## src/hw/rtl/srre_pkg.sv

```systemverilog
// shared types and constants for the span to region run encoder
package srre_pkg;

    localparam logic signed [15:0] SENTINEL_RESET = 16'sh7FFF;
    localparam logic signed [15:0] WORD_MAX       = 16'sh7FFF;

    typedef enum logic [6:0] {
        S_IDLE     = 7'b0000001,
        S_DISPATCH = 7'b0000010,
        S_CMP      = 7'b0000100,
        S_LINE     = 7'b0001000,
        S_GAP      = 7'b0010000,
        S_APPLY    = 7'b0100000,
        S_FINAL    = 7'b1000000
    } state_t;

    typedef enum logic [2:0] {
        LP_BOT  = 3'b001,
        LP_XS   = 3'b010,
        LP_SENT = 3'b100
    } line_phase_t;

    typedef enum logic [1:0] {
        NX_FINAL = 2'd0,
        NX_CURR  = 2'd1,
        NX_GAP   = 2'd2,
        NX_APPLY = 2'd3
    } line_next_t;

    typedef enum logic {
        SRC_PREV = 1'b0,
        SRC_CURR = 1'b1
    } line_src_t;

    typedef struct packed {
        logic en;
        logic pair;
    } xs_wr_t;

endpackage

```

## src/hw/rtl/srre_xs_store.sv

```systemverilog
// ping-pong x value store: one bank holds the previous line, the other the current one
module srre_xs_store #(
    parameter int MAX_XS = 16
) (
    input  logic                        clk,
    input  logic                        prev_bank,
    input  srre_pkg::xs_wr_t            wr,
    input  logic [$clog2(MAX_XS)-1:0]   wr_idx,
    input  logic signed [15:0]          wr_data_a,
    input  logic signed [15:0]          wr_data_b,
    input  logic [$clog2(MAX_XS)-1:0]   rd_idx,
    output logic signed [15:0]          prev_rd,
    output logic signed [15:0]          curr_rd
);

    localparam int IW = $clog2(MAX_XS);

    logic signed [15:0] bank_reg [2][MAX_XS];
    logic               cur_bank;
    logic [IW-1:0]      wr_idx_b;

    assign cur_bank = ~prev_bank;
    assign wr_idx_b = wr_idx + IW'(1);

    // writes go to the current bank only; a pair writes x then right edge
    always_ff @(posedge clk)
    begin
        for (int b = 0; b < 2; b++)
        begin
            for (int e = 0; e < MAX_XS; e++)
            begin
                if (wr.en && (1'(b) == cur_bank))
                begin
                    if (IW'(e) == wr_idx)
                    begin
                        bank_reg[b][e] <= wr_data_a;
                    end
                    else if (wr.pair && (IW'(e) == wr_idx_b))
                    begin
                        bank_reg[b][e] <= wr_data_b;
                    end
                end
            end
        end
    end

    assign prev_rd = bank_reg[prev_bank][rd_idx];
    assign curr_rd = bank_reg[cur_bank][rd_idx];

endmodule

```

## src/hw/rtl/span_to_region_run_encoder_core.sv

```systemverilog
// top level of the span to region run encoder: sequencer, line state and output register
//
// Input channel (in_valid / in_stall): mode 0 carries one span (span_x, span_y,
// span_width) in scanline order, mode 1 finishes the region and flushes it.
// Output channel (out_valid / out_stall): one signed 16-bit word of the region
// run stream per transfer; last marks the final sentinel, empty_res a finish
// with no spans, overflow a dropped span in this region.
// A span on the current line, the first span and a finish with no spans are
// accepted, then merged, appended or answered with one word out.
// A span that opens a new line walks the x lists with one shared index and
// comparator: accept, dispatch, bank swap and append, a fold test over up to N
// x values (N = x values on the line) and the emitted words, bottom + N +
// sentinel per line and one more line across a vertical gap.
// A finish runs the fold test and emits its words, the closing sentinel
// included; a stalled word holds the sequencer.
// The single output register sets the word rate; when the receiver stalls the
// sequencer waits on it and in_stall stays high until the item is done.
// Reset clears the line state and loads the sentinel with 32767; there is no
// clearing pass. cfg_wr_en / cfg_wr_data replace the sentinel word; the user
// must write them only while the block is idle; the block does not enforce it.
module span_to_region_run_encoder_core #(
    parameter int MAX_XS_PER_LINE = 16
) (
    input  logic               clk,
    input  logic               rst_n,
    input  logic               in_valid,
    output logic               in_stall,
    input  logic               mode,
    input  logic signed [15:0] span_x,
    input  logic signed [15:0] span_y,
    input  logic [14:0]        span_width,
    output logic               out_valid,
    input  logic               out_stall,
    output logic signed [15:0] word,
    output logic               last,
    output logic               empty_res,
    output logic               overflow,
    input  logic               cfg_wr_en,
    input  logic signed [15:0] cfg_wr_data
);

    localparam int CW = $clog2(MAX_XS_PER_LINE + 1);
    localparam int IW = $clog2(MAX_XS_PER_LINE);

    srre_pkg::state_t      state_reg, state_next;
    srre_pkg::line_phase_t phase_reg, phase_next;
    srre_pkg::line_next_t  nxt_reg, nxt_next;
    srre_pkg::line_src_t   src_reg, src_next;

    logic               mode_reg;
    logic signed [15:0] x_reg;
    logic signed [15:0] y_reg;
    logic signed [15:0] right_reg;

    logic               started_reg, started_next;
    logic               prev_valid_reg, prev_valid_next;
    logic signed [15:0] prev_last_y_reg, prev_last_y_next;
    logic [CW-1:0]      prev_count_reg, prev_count_next;
    logic signed [15:0] curr_y_reg, curr_y_next;
    logic [CW-1:0]      curr_count_reg, curr_count_next;
    logic signed [15:0] curr_last_reg, curr_last_next;
    logic               overflow_seen_reg, overflow_seen_next;
    logic               sel_reg, sel_next;
    logic [CW-1:0]      idx_reg, idx_next;
    logic               do_swap_reg, do_swap_next;
    logic               gap_fill_reg, gap_fill_next;
    logic signed [15:0] sentinel_reg;

    logic               out_valid_reg;
    logic signed [15:0] word_reg;
    logic               last_reg;
    logic               empty_reg;
    logic               ovf_reg;

    logic               out_free;
    logic               emit;
    logic signed [15:0] emit_word;
    logic               emit_last;
    logic               emit_empty;
    logic               apply_en;
    logic               apply_fresh;
    logic               clear;

    // right edge of the incoming span, saturated at the top of the range
    logic signed [16:0] right_sum;
    logic signed [15:0] right_in;

    logic signed [16:0] y_ext;
    logic signed [16:0] curr_y_ext;
    logic signed [16:0] prev_y_ext;
    logic               y_gt_curr;
    logic               y_gap;
    logic               hdr_ok;

    logic [CW-1:0]      eff_count;
    logic [CW:0]        sum_count;
    logic [CW-1:0]      count_m1;
    logic               merge;
    logic               ovf_cond;
    srre_pkg::xs_wr_t   wr;
    logic [IW-1:0]      wr_idx;
    logic signed [15:0] wr_data_a;

    logic signed [15:0] prev_rd;
    logic signed [15:0] curr_rd;
    logic signed [15:0] line_y;
    logic [CW-1:0]      line_count;
    logic signed [15:0] line_rd;
    logic signed [15:0] line_bottom;
    logic [CW-1:0]      idx_inc;

    assign right_sum = {span_x[15], span_x} + {2'b00, span_width};
    assign right_in  = (!right_sum[16] && right_sum[15]) ? srre_pkg::WORD_MAX
                                                         : right_sum[15:0];

    assign in_stall = (state_reg != srre_pkg::S_IDLE);
    assign out_free = !out_valid_reg || !out_stall;

    assign y_ext      = {y_reg[15], y_reg};
    assign curr_y_ext = {curr_y_reg[15], curr_y_reg};
    assign prev_y_ext = {prev_last_y_reg[15], prev_last_y_reg};
    assign y_gt_curr  = (y_reg > curr_y_reg);
    assign y_gap      = (y_ext > (curr_y_ext + 17'sd1));
    assign hdr_ok     = prev_valid_reg && ((prev_y_ext + 17'sd1) == curr_y_ext)
                        && (prev_count_reg == curr_count_reg);

    // span merge / append against the current line
    assign apply_fresh = (state_reg == srre_pkg::S_APPLY) || !started_reg;
    assign eff_count   = apply_fresh ? '0 : curr_count_reg;
    assign sum_count   = {1'b0, eff_count} + (CW+1)'(2);
    assign count_m1    = curr_count_reg - CW'(1);
    assign merge       = !apply_fresh && (curr_count_reg != '0) && (curr_last_reg == x_reg);
    assign ovf_cond    = (sum_count > (CW+1)'(MAX_XS_PER_LINE));
    assign wr.en       = apply_en && (merge || !ovf_cond);
    assign wr.pair     = !merge;
    assign wr_idx      = merge ? count_m1[IW-1:0] : eff_count[IW-1:0];
    assign wr_data_a   = merge ? right_reg : x_reg;

    srre_xs_store #(
        .MAX_XS (MAX_XS_PER_LINE)
    ) u_store (
        .clk       (clk),
        .prev_bank (sel_reg),
        .wr        (wr),
        .wr_idx    (wr_idx),
        .wr_data_a (wr_data_a),
        .wr_data_b (right_reg),
        .rd_idx    (idx_reg[IW-1:0]),
        .prev_rd   (prev_rd),
        .curr_rd   (curr_rd)
    );

    assign line_y      = (src_reg == srre_pkg::SRC_PREV) ? prev_last_y_reg : curr_y_reg;
    assign line_count  = (src_reg == srre_pkg::SRC_PREV) ? prev_count_reg : curr_count_reg;
    assign line_rd     = (src_reg == srre_pkg::SRC_PREV) ? prev_rd : curr_rd;
    assign line_bottom = (line_y == srre_pkg::WORD_MAX) ? srre_pkg::WORD_MAX
                                                        : line_y + 16'sd1;
    assign idx_inc     = idx_reg + CW'(1);

    always_comb
    begin
        state_next         = state_reg;
        phase_next         = phase_reg;
        nxt_next           = nxt_reg;
        src_next           = src_reg;
        started_next       = started_reg;
        prev_valid_next    = prev_valid_reg;
        prev_last_y_next   = prev_last_y_reg;
        prev_count_next    = prev_count_reg;
        curr_y_next        = curr_y_reg;
        curr_count_next    = curr_count_reg;
        curr_last_next     = curr_last_reg;
        overflow_seen_next = overflow_seen_reg;
        sel_next           = sel_reg;
        idx_next           = idx_reg;
        do_swap_next       = do_swap_reg;
        gap_fill_next      = gap_fill_reg;
        emit               = 1'b0;
        emit_word          = sentinel_reg;
        emit_last          = 1'b0;
        emit_empty         = 1'b0;
        apply_en           = 1'b0;
        clear              = 1'b0;

        unique case (state_reg)
            srre_pkg::S_IDLE:
            begin
                if (in_valid)
                begin
                    state_next = srre_pkg::S_DISPATCH;
                end
            end

            srre_pkg::S_DISPATCH:
            begin
                if (mode_reg)
                begin
                    if (!started_reg)
                    begin
                        emit       = 1'b1;
                        emit_last  = 1'b1;
                        emit_empty = 1'b1;
                        if (out_free)
                        begin
                            clear      = 1'b1;
                            state_next = srre_pkg::S_IDLE;
                        end
                    end
                    else
                    begin
                        idx_next   = '0;
                        state_next = srre_pkg::S_CMP;
                    end
                end
                else if (!started_reg)
                begin
                    // first span: top word goes out at once
                    emit      = 1'b1;
                    emit_word = y_reg;
                    if (out_free)
                    begin
                        started_next = 1'b1;
                        curr_y_next  = y_reg;
                        apply_en     = 1'b1;
                        state_next   = srre_pkg::S_IDLE;
                    end
                end
                else if (y_gt_curr)
                begin
                    idx_next   = '0;
                    state_next = srre_pkg::S_CMP;
                end
                else
                begin
                    apply_en   = 1'b1;
                    state_next = srre_pkg::S_IDLE;
                end
            end

            srre_pkg::S_CMP:
            begin
                logic fold;
                logic nofold;
                fold   = 1'b0;
                nofold = 1'b0;
                priority if (!hdr_ok)
                begin
                    nofold = 1'b1;
                end
                else if (curr_count_reg == '0)
                begin
                    fold = 1'b1;
                end
                else if (prev_rd != curr_rd)
                begin
                    nofold = 1'b1;
                end
                else if (idx_inc == curr_count_reg)
                begin
                    fold = 1'b1;
                end
                else
                begin
                    idx_next = idx_inc;
                end

                if (fold)
                begin
                    prev_last_y_next = curr_y_reg;
                    if (mode_reg)
                    begin
                        state_next = srre_pkg::S_LINE;
                        phase_next = srre_pkg::LP_BOT;
                        src_next   = srre_pkg::SRC_PREV;
                        nxt_next   = srre_pkg::NX_FINAL;
                    end
                    else
                    begin
                        do_swap_next = 1'b0;
                        state_next   = srre_pkg::S_GAP;
                    end
                end
                else if (nofold)
                begin
                    if (mode_reg)
                    begin
                        state_next = srre_pkg::S_LINE;
                        phase_next = srre_pkg::LP_BOT;
                        if (prev_valid_reg)
                        begin
                            src_next = srre_pkg::SRC_PREV;
                            nxt_next = srre_pkg::NX_CURR;
                        end
                        else
                        begin
                            src_next = srre_pkg::SRC_CURR;
                            nxt_next = srre_pkg::NX_FINAL;
                        end
                    end
                    else
                    begin
                        do_swap_next = 1'b1;
                        if (prev_valid_reg)
                        begin
                            state_next = srre_pkg::S_LINE;
                            phase_next = srre_pkg::LP_BOT;
                            src_next   = srre_pkg::SRC_PREV;
                            nxt_next   = srre_pkg::NX_GAP;
                        end
                        else
                        begin
                            state_next = srre_pkg::S_GAP;
                        end
                    end
                end
            end

            srre_pkg::S_LINE:
            begin
                emit = 1'b1;
                unique case (phase_reg)
                    srre_pkg::LP_BOT:
                    begin
                        emit_word = line_bottom;
                        if (out_free)
                        begin
                            idx_next   = '0;
                            phase_next = (line_count == '0) ? srre_pkg::LP_SENT
                                                            : srre_pkg::LP_XS;
                        end
                    end
                    srre_pkg::LP_XS:
                    begin
                        emit_word = line_rd;
                        if (out_free)
                        begin
                            if (idx_inc == line_count)
                            begin
                                phase_next = srre_pkg::LP_SENT;
                            end
                            else
                            begin
                                idx_next = idx_inc;
                            end
                        end
                    end
                    srre_pkg::LP_SENT:
                    begin
                        emit_word = sentinel_reg;
                        if (out_free)
                        begin
                            phase_next = srre_pkg::LP_BOT;
                            unique case (nxt_reg)
                                srre_pkg::NX_FINAL: state_next = srre_pkg::S_FINAL;
                                srre_pkg::NX_CURR:
                                begin
                                    src_next = srre_pkg::SRC_CURR;
                                    nxt_next = srre_pkg::NX_FINAL;
                                end
                                srre_pkg::NX_GAP:   state_next = srre_pkg::S_GAP;
                                srre_pkg::NX_APPLY: state_next = srre_pkg::S_APPLY;
                                default:            state_next = srre_pkg::S_FINAL;
                            endcase
                        end
                    end
                    default:
                    begin
                        emit       = 1'b0;
                        phase_next = srre_pkg::LP_BOT;
                    end
                endcase
            end

            srre_pkg::S_GAP:
            begin
                // unfolded line becomes prev by flipping banks
                if (do_swap_reg)
                begin
                    sel_next         = ~sel_reg;
                    prev_count_next  = curr_count_reg;
                    prev_last_y_next = curr_y_reg;
                    prev_valid_next  = 1'b1;
                end
                if (y_gap)
                begin
                    gap_fill_next = 1'b1;
                    state_next    = srre_pkg::S_LINE;
                    phase_next    = srre_pkg::LP_BOT;
                    src_next      = srre_pkg::SRC_PREV;
                    nxt_next      = srre_pkg::NX_APPLY;
                end
                else
                begin
                    gap_fill_next = 1'b0;
                    state_next    = srre_pkg::S_APPLY;
                end
            end

            srre_pkg::S_APPLY:
            begin
                // an empty filler line stands as prev across a gap
                if (gap_fill_reg)
                begin
                    prev_count_next  = '0;
                    prev_last_y_next = y_reg - 16'sd1;
                    prev_valid_next  = 1'b1;
                end
                curr_y_next = y_reg;
                apply_en    = 1'b1;
                state_next  = srre_pkg::S_IDLE;
            end

            srre_pkg::S_FINAL:
            begin
                emit      = 1'b1;
                emit_last = 1'b1;
                if (out_free)
                begin
                    clear      = 1'b1;
                    state_next = srre_pkg::S_IDLE;
                end
            end

            default:
            begin
                state_next = srre_pkg::S_IDLE;
            end
        endcase

        if (apply_en)
        begin
            if (merge)
            begin
                curr_last_next = right_reg;
            end
            else if (ovf_cond)
            begin
                overflow_seen_next = 1'b1;
            end
            else
            begin
                curr_count_next = sum_count[CW-1:0];
                curr_last_next  = right_reg;
            end
        end

        if (clear)
        begin
            started_next       = 1'b0;
            prev_valid_next    = 1'b0;
            prev_last_y_next   = '0;
            prev_count_next    = '0;
            curr_y_next        = '0;
            curr_count_next    = '0;
            overflow_seen_next = 1'b0;
        end
    end

    always_ff @(posedge clk or negedge rst_n)
    begin
        if (!rst_n)
        begin
            state_reg         <= srre_pkg::S_IDLE;
            phase_reg         <= srre_pkg::LP_BOT;
            nxt_reg           <= srre_pkg::NX_FINAL;
            src_reg           <= srre_pkg::SRC_PREV;
            started_reg       <= 1'b0;
            prev_valid_reg    <= 1'b0;
            prev_last_y_reg   <= '0;
            prev_count_reg    <= '0;
            curr_y_reg        <= '0;
            curr_count_reg    <= '0;
            curr_last_reg     <= '0;
            overflow_seen_reg <= 1'b0;
            sel_reg           <= 1'b0;
            idx_reg           <= '0;
            do_swap_reg       <= 1'b0;
            gap_fill_reg      <= 1'b0;
        end
        else
        begin
            state_reg         <= state_next;
            phase_reg         <= phase_next;
            nxt_reg           <= nxt_next;
            src_reg           <= src_next;
            started_reg       <= started_next;
            prev_valid_reg    <= prev_valid_next;
            prev_last_y_reg   <= prev_last_y_next;
            prev_count_reg    <= prev_count_next;
            curr_y_reg        <= curr_y_next;
            curr_count_reg    <= curr_count_next;
            curr_last_reg     <= curr_last_next;
            overflow_seen_reg <= overflow_seen_next;
            sel_reg           <= sel_next;
            idx_reg           <= idx_next;
            do_swap_reg       <= do_swap_next;
            gap_fill_reg      <= gap_fill_next;
        end
    end

    always_ff @(posedge clk or negedge rst_n)
    begin
        if (!rst_n)
        begin
            sentinel_reg <= srre_pkg::SENTINEL_RESET;
        end
        else if (cfg_wr_en)
        begin
            sentinel_reg <= cfg_wr_data;
        end
    end

    // accepted input word
    always_ff @(posedge clk)
    begin
        if ((state_reg == srre_pkg::S_IDLE) && in_valid)
        begin
            mode_reg  <= mode;
            x_reg     <= span_x;
            y_reg     <= span_y;
            right_reg <= right_in;
        end
    end

    always_ff @(posedge clk or negedge rst_n)
    begin
        if (!rst_n)
        begin
            out_valid_reg <= 1'b0;
        end
        else if (emit && out_free)
        begin
            out_valid_reg <= 1'b1;
        end
        else if (!out_stall)
        begin
            out_valid_reg <= 1'b0;
        end
    end

    always_ff @(posedge clk)
    begin
        if (emit && out_free)
        begin
            word_reg  <= emit_word;
            last_reg  <= emit_last;
            empty_reg <= emit_empty;
            ovf_reg   <= overflow_seen_reg;
        end
    end

    assign out_valid = out_valid_reg;
    assign word      = word_reg;
    assign last      = last_reg;
    assign empty_res = empty_reg;
    assign overflow  = ovf_reg;

    a_count_bound: assert property (@(posedge clk) disable iff (!rst_n)
        (curr_count_reg <= CW'(MAX_XS_PER_LINE)) && (prev_count_reg <= CW'(MAX_XS_PER_LINE)))
        else $error("x count above line capacity");

    a_count_even: assert property (@(posedge clk) disable iff (!rst_n)
        (curr_count_reg[0] == 1'b0) && (prev_count_reg[0] == 1'b0))
        else $error("odd x count");

    a_idle_region: assert property (@(posedge clk) disable iff (!rst_n)
        !started_reg |-> ((curr_count_reg == '0) && !prev_valid_reg))
        else $error("line state present before the first span");

    a_last_clears: assert property (@(posedge clk) disable iff (!rst_n)
        (emit && out_free && emit_last) |=> !started_reg)
        else $error("region not cleared after final word");

endmodule
```

## config.mk

```make
export PLATFORM = sky130hd
export DESIGN_NAME = span_to_region_run_encoder_core
export DESIGN_NICKNAME = d
export VERILOG_FILES = /design/src/hw/rtl/srre_pkg.sv /design/src/hw/rtl/srre_xs_store.sv /design/src/hw/rtl/span_to_region_run_encoder_core.sv
export SDC_FILE = /design/constraint.sdc
export NUM_CORES = 2
export LEC_CHECK = 0
export BUFFER_PORTS_ARGS = -buffer_cell sky130_fd_sc_hd__buf_2
export CORE_MARGIN = 10
export CORE_UTILIZATION = 25
export DETAILED_ROUTE_END_ITERATION = 6
export GPL_ROUTABILITY_DRIVEN = 1
export SYNTH_ARGS = -nofsm -noshare
export SYNTH_HDL_FRONTEND = slang
export SYNTH_SLANG_ARGS = --single-unit
```

## constraint.sdc

```tcl
create_clock -name clk -period 6.2 [get_ports clk]
set_input_delay 0.93 -clock clk [delete_from_list [all_inputs] [get_ports clk]]
set_output_delay 0.93 -clock clk [all_outputs]
set_load 0.05 [all_outputs]
```

==> impl_metrics.yaml <==
route:
  detail_route.wl_per_cell_microns: 26.01
  viasPerCell: 5.367
  vias: 29170
  ant_nets: 0
  drt-pass1-iter-count: 6
  drt_wl_total_microns: 141400
  drc: 0
  drt_iter0_markers: 3640
yosys:
  synthFlopType: "edfxtp_1"
  syn-mean-instance-area_sq_um: 13.24
  seq_area_frac_synth: 0.4749
  synthTopCellsByCount: "edfxtp_1, mux2_2, clkbuf_1"
  netlist.area_leader.share: 0.4153
  synth_warnings: 0
  synth_area_sq_um: 41940
  synth_enable_flop_cells: 580
  synthesis.nets: 3294
  synthTopCellsByArea: "edfxtp_1, mux2_2, mux4_2"
  syn_inst: 3168
  ys_seq_elements: 679
  ys_async_sr_fraction: 0.1458
  yosys.area.top_type: "edfxtp_1"
  synth_most_common_cell: "edfxtp_1"
  synth_cell_type_count: 84
grt:
  grt_max_degree: 77
  antenna_found_initial: 19
  overflow: 0
  grt_pass1_wl_microns: 202700
  grt_pass1_vias: 28130
  grt_use_total: 0.1460
run_status:
  status: "complete, no violations"
cts:
  path_clk_slew_ns: 0.06
  post_cts_buffers: 0
  clockBufferDepth: 3
  cts_htree_levels: 3
  cts-resized-gates: 0
  cts.sinks: 679
  clk_latency_ns: 0.66
  cts_tree: "yes"
  numCtsBuffers: 80
  ctsHoldBuffers: 0
  cts_root_buf: "clkbuf_16"
sta:
  worst_pin_slew_ns: 1.369
  maxClockFrequency_ghz: 0.1812
  finalCriticalPeriod_ns: 5.519
  hold_violations: 0
  setup_viol: 0
  maxSlewHeadroom: 0.08728
  tns_ns: 0
  fin_skew_ns: 0.01542
  slew_viol_final: 0
  post-route-period-util: 0.8902
  rsz0062_at_grt: "false"
power_and_ir_drop:
  p_comb_frac: 0.278
  power_switching_uw: 4950
  leakage_uw: 0.01553
  vdd_drop_max_v: 0.0001941
  seq_power_share: 0.409
  power.internal_uw: 9943
  power.density_nw_per_um2: 313.9
  p_clk_frac: 0.312
  p_sw_frac: 0.3324
die:
  num_rows: 150
  die_x_microns: 429.6
  coreArea_sq_um: 167000
  dieArea_sq_um: 184500
  fp.dieH_microns: 429.6
  start_util: 0.2511
  ios: 90
worst_setup_path:
  reg2reg_setup_slack_ns: 0.68
  cp-start-kind: "flip-flop"
  r2r_start: "sel_reg$_DFFE_PN0P_"
  path_cells: "buf_12 > mux4_2 > a211oi_1 > a22o_1 > xor2_1 > nor4_1 > and4_1 > a31oi_1 > o21bai_1 > o221ai_2 > mux2_4"
  crit_slowest_cell: "dfrtp_4"
  path_max_fanout: 76
  crit_required_ns: 6.73
  reg2reg_depth: 11
  path_class: "reg2reg"
  worst_path_largest_cell_delay_ns: 0.92
  arrival_ns: 6.05
  endpoint_kind: "flip-flop"
  rr_endpoint: "prev_last_y_reg[6]$_DFFE_PN0P_"
layout:
  final_cells: 5436
  syn2layout_area_growth_pct: 13.11
  final_nets: 3292
  drive_gt1_frac: 0.3716
  fin_util: 0.2840
  largest_reg_flops: 512
placed_design:
  dp_hpwl_microns: 94990
  io_buffers: 89
  placed_cells: 5288
  gp_congestion: 1.003
run:
  maxCapViolCount: 0
min_path:
  hp-class: "in2async"
==> power by group through the flow <==
stage | registers [uW] | logic (uW) | clock network (uW)
2_1_floorplan | 5860 | 3010 | 0
3_3_place_gp | 6160 | 4010 | 0
3_5_place_dp | 6160 | 4070 | 0
4_1_cts | 6080 | 4090 | 4720
5_1_grt | 6140 | 4470 | 4880
6_report | 6100 | 4150 | 4650
==> worst max-delay path, delay by kind of cell, from the launching register on <==
family / cells / cell delay (ns)
and+or+nand+nor: 2 / 0.83
buffers and inverters: 1 / 0.46
muxes: 2 / 1.04
DFF: 1 / 0.92
xor gates and xnor gates: 1 / 0.09
AOI/OAI and AO/OA: 5 / 1.95
==> logic make-up after synthesis <==
group | after synthesis | share of synthesized area
flops | 679 | 0.4749
xor+xnor | 118 | 0.02464
fa+ha+maj | 57 | 0.01718
mux | 908 | 0.2924
compound gates | 536 | 0.08807
simple gates | 510 | 0.06035
buf+inv | 360 | 0.04251
==> placed cells by master (no fill, tap or decap), drive strengths merged, types with 89 or more instances in the layout <==
cell type,instances
nand2,160
o21ai,106
buf,229
edfxtp,580
a21oi,89
mux2i,133
mux2,582
clkbuf,112
mux4,193
nor2,108
==> through the flow <==
| step | power, uW | setup slack, ns | hold WS, ns | cell area (sq um) |
|---|---|---|---|---|
| final | 14890 | 0.6806 | 0.3736 | 47440 |
| after global routing | 15490 | 0.5409 | 0.4190 | 47430 |
| after CTS | 14890 | 0.7955 | 0.3802 | 47430 |
| after detailed placement | 10230 | 0.8212 | 0.4925 | 44900 |
| after global placement | 10170 | 0.7605 | 0.4855 | 44900 |
| after floorplan | 8867 | 1.578 | 0.4254 | 41940 |
==> routing by layer <==
metal / global-route usage / share of wire / wire length [microns]
met5: 0 / 0.00019 / 27
met2: 0.2374 / 0.47 / 66110
met4: 0.06121 / 0.046 / 6540
met3: 0.02957 / 0.087 / 12250
met1: 0.1882 / 0.40 / 56440
==> worst max path at each step <==
stage | cells past startpoint | startpoint | slack (ns) | endpoint
floorplan | 15 | curr_y_reg[2]$_DFFE_PN0P_ | 1.58 | u_store.bank_reg[1][208]$_DFFE_PP_
global route | 11 | sel_reg$_DFFE_PN0P_ | 0.54 | prev_last_y_reg[13]$_DFFE_PN0P_
finish | 11 | sel_reg$_DFFE_PN0P_ | 0.68 | prev_last_y_reg[6]$_DFFE_PN0P_
detailed placement | 11 | sel_reg$_DFFE_PN0P_ | 0.82 | prev_last_y_reg[14]$_DFFE_PN0P_
global placement | 11 | sel_reg$_DFFE_PN0P_ | 0.76 | prev_last_y_reg[9]$_DFFE_PN0P_
CTS | 11 | sel_reg$_DFFE_PN0P_ | 0.80 | prev_last_y_reg[14]$_DFFE_PN0P_
==> cell type report <==
type / count / area [sq um]
diodes: 3 / 7.507
clock buffers: 112 / 2225
clock inverters: 33 / 306.5
fillers: 17000 / 119600
inverters: 47 / 176.4
multi-input cells: 2129 / 20420
flip-flops and latches: 679 / 19930
well taps: 2204 / 2758
repair buffers: 229 / 1624
(Power assumes the default switching activity.)
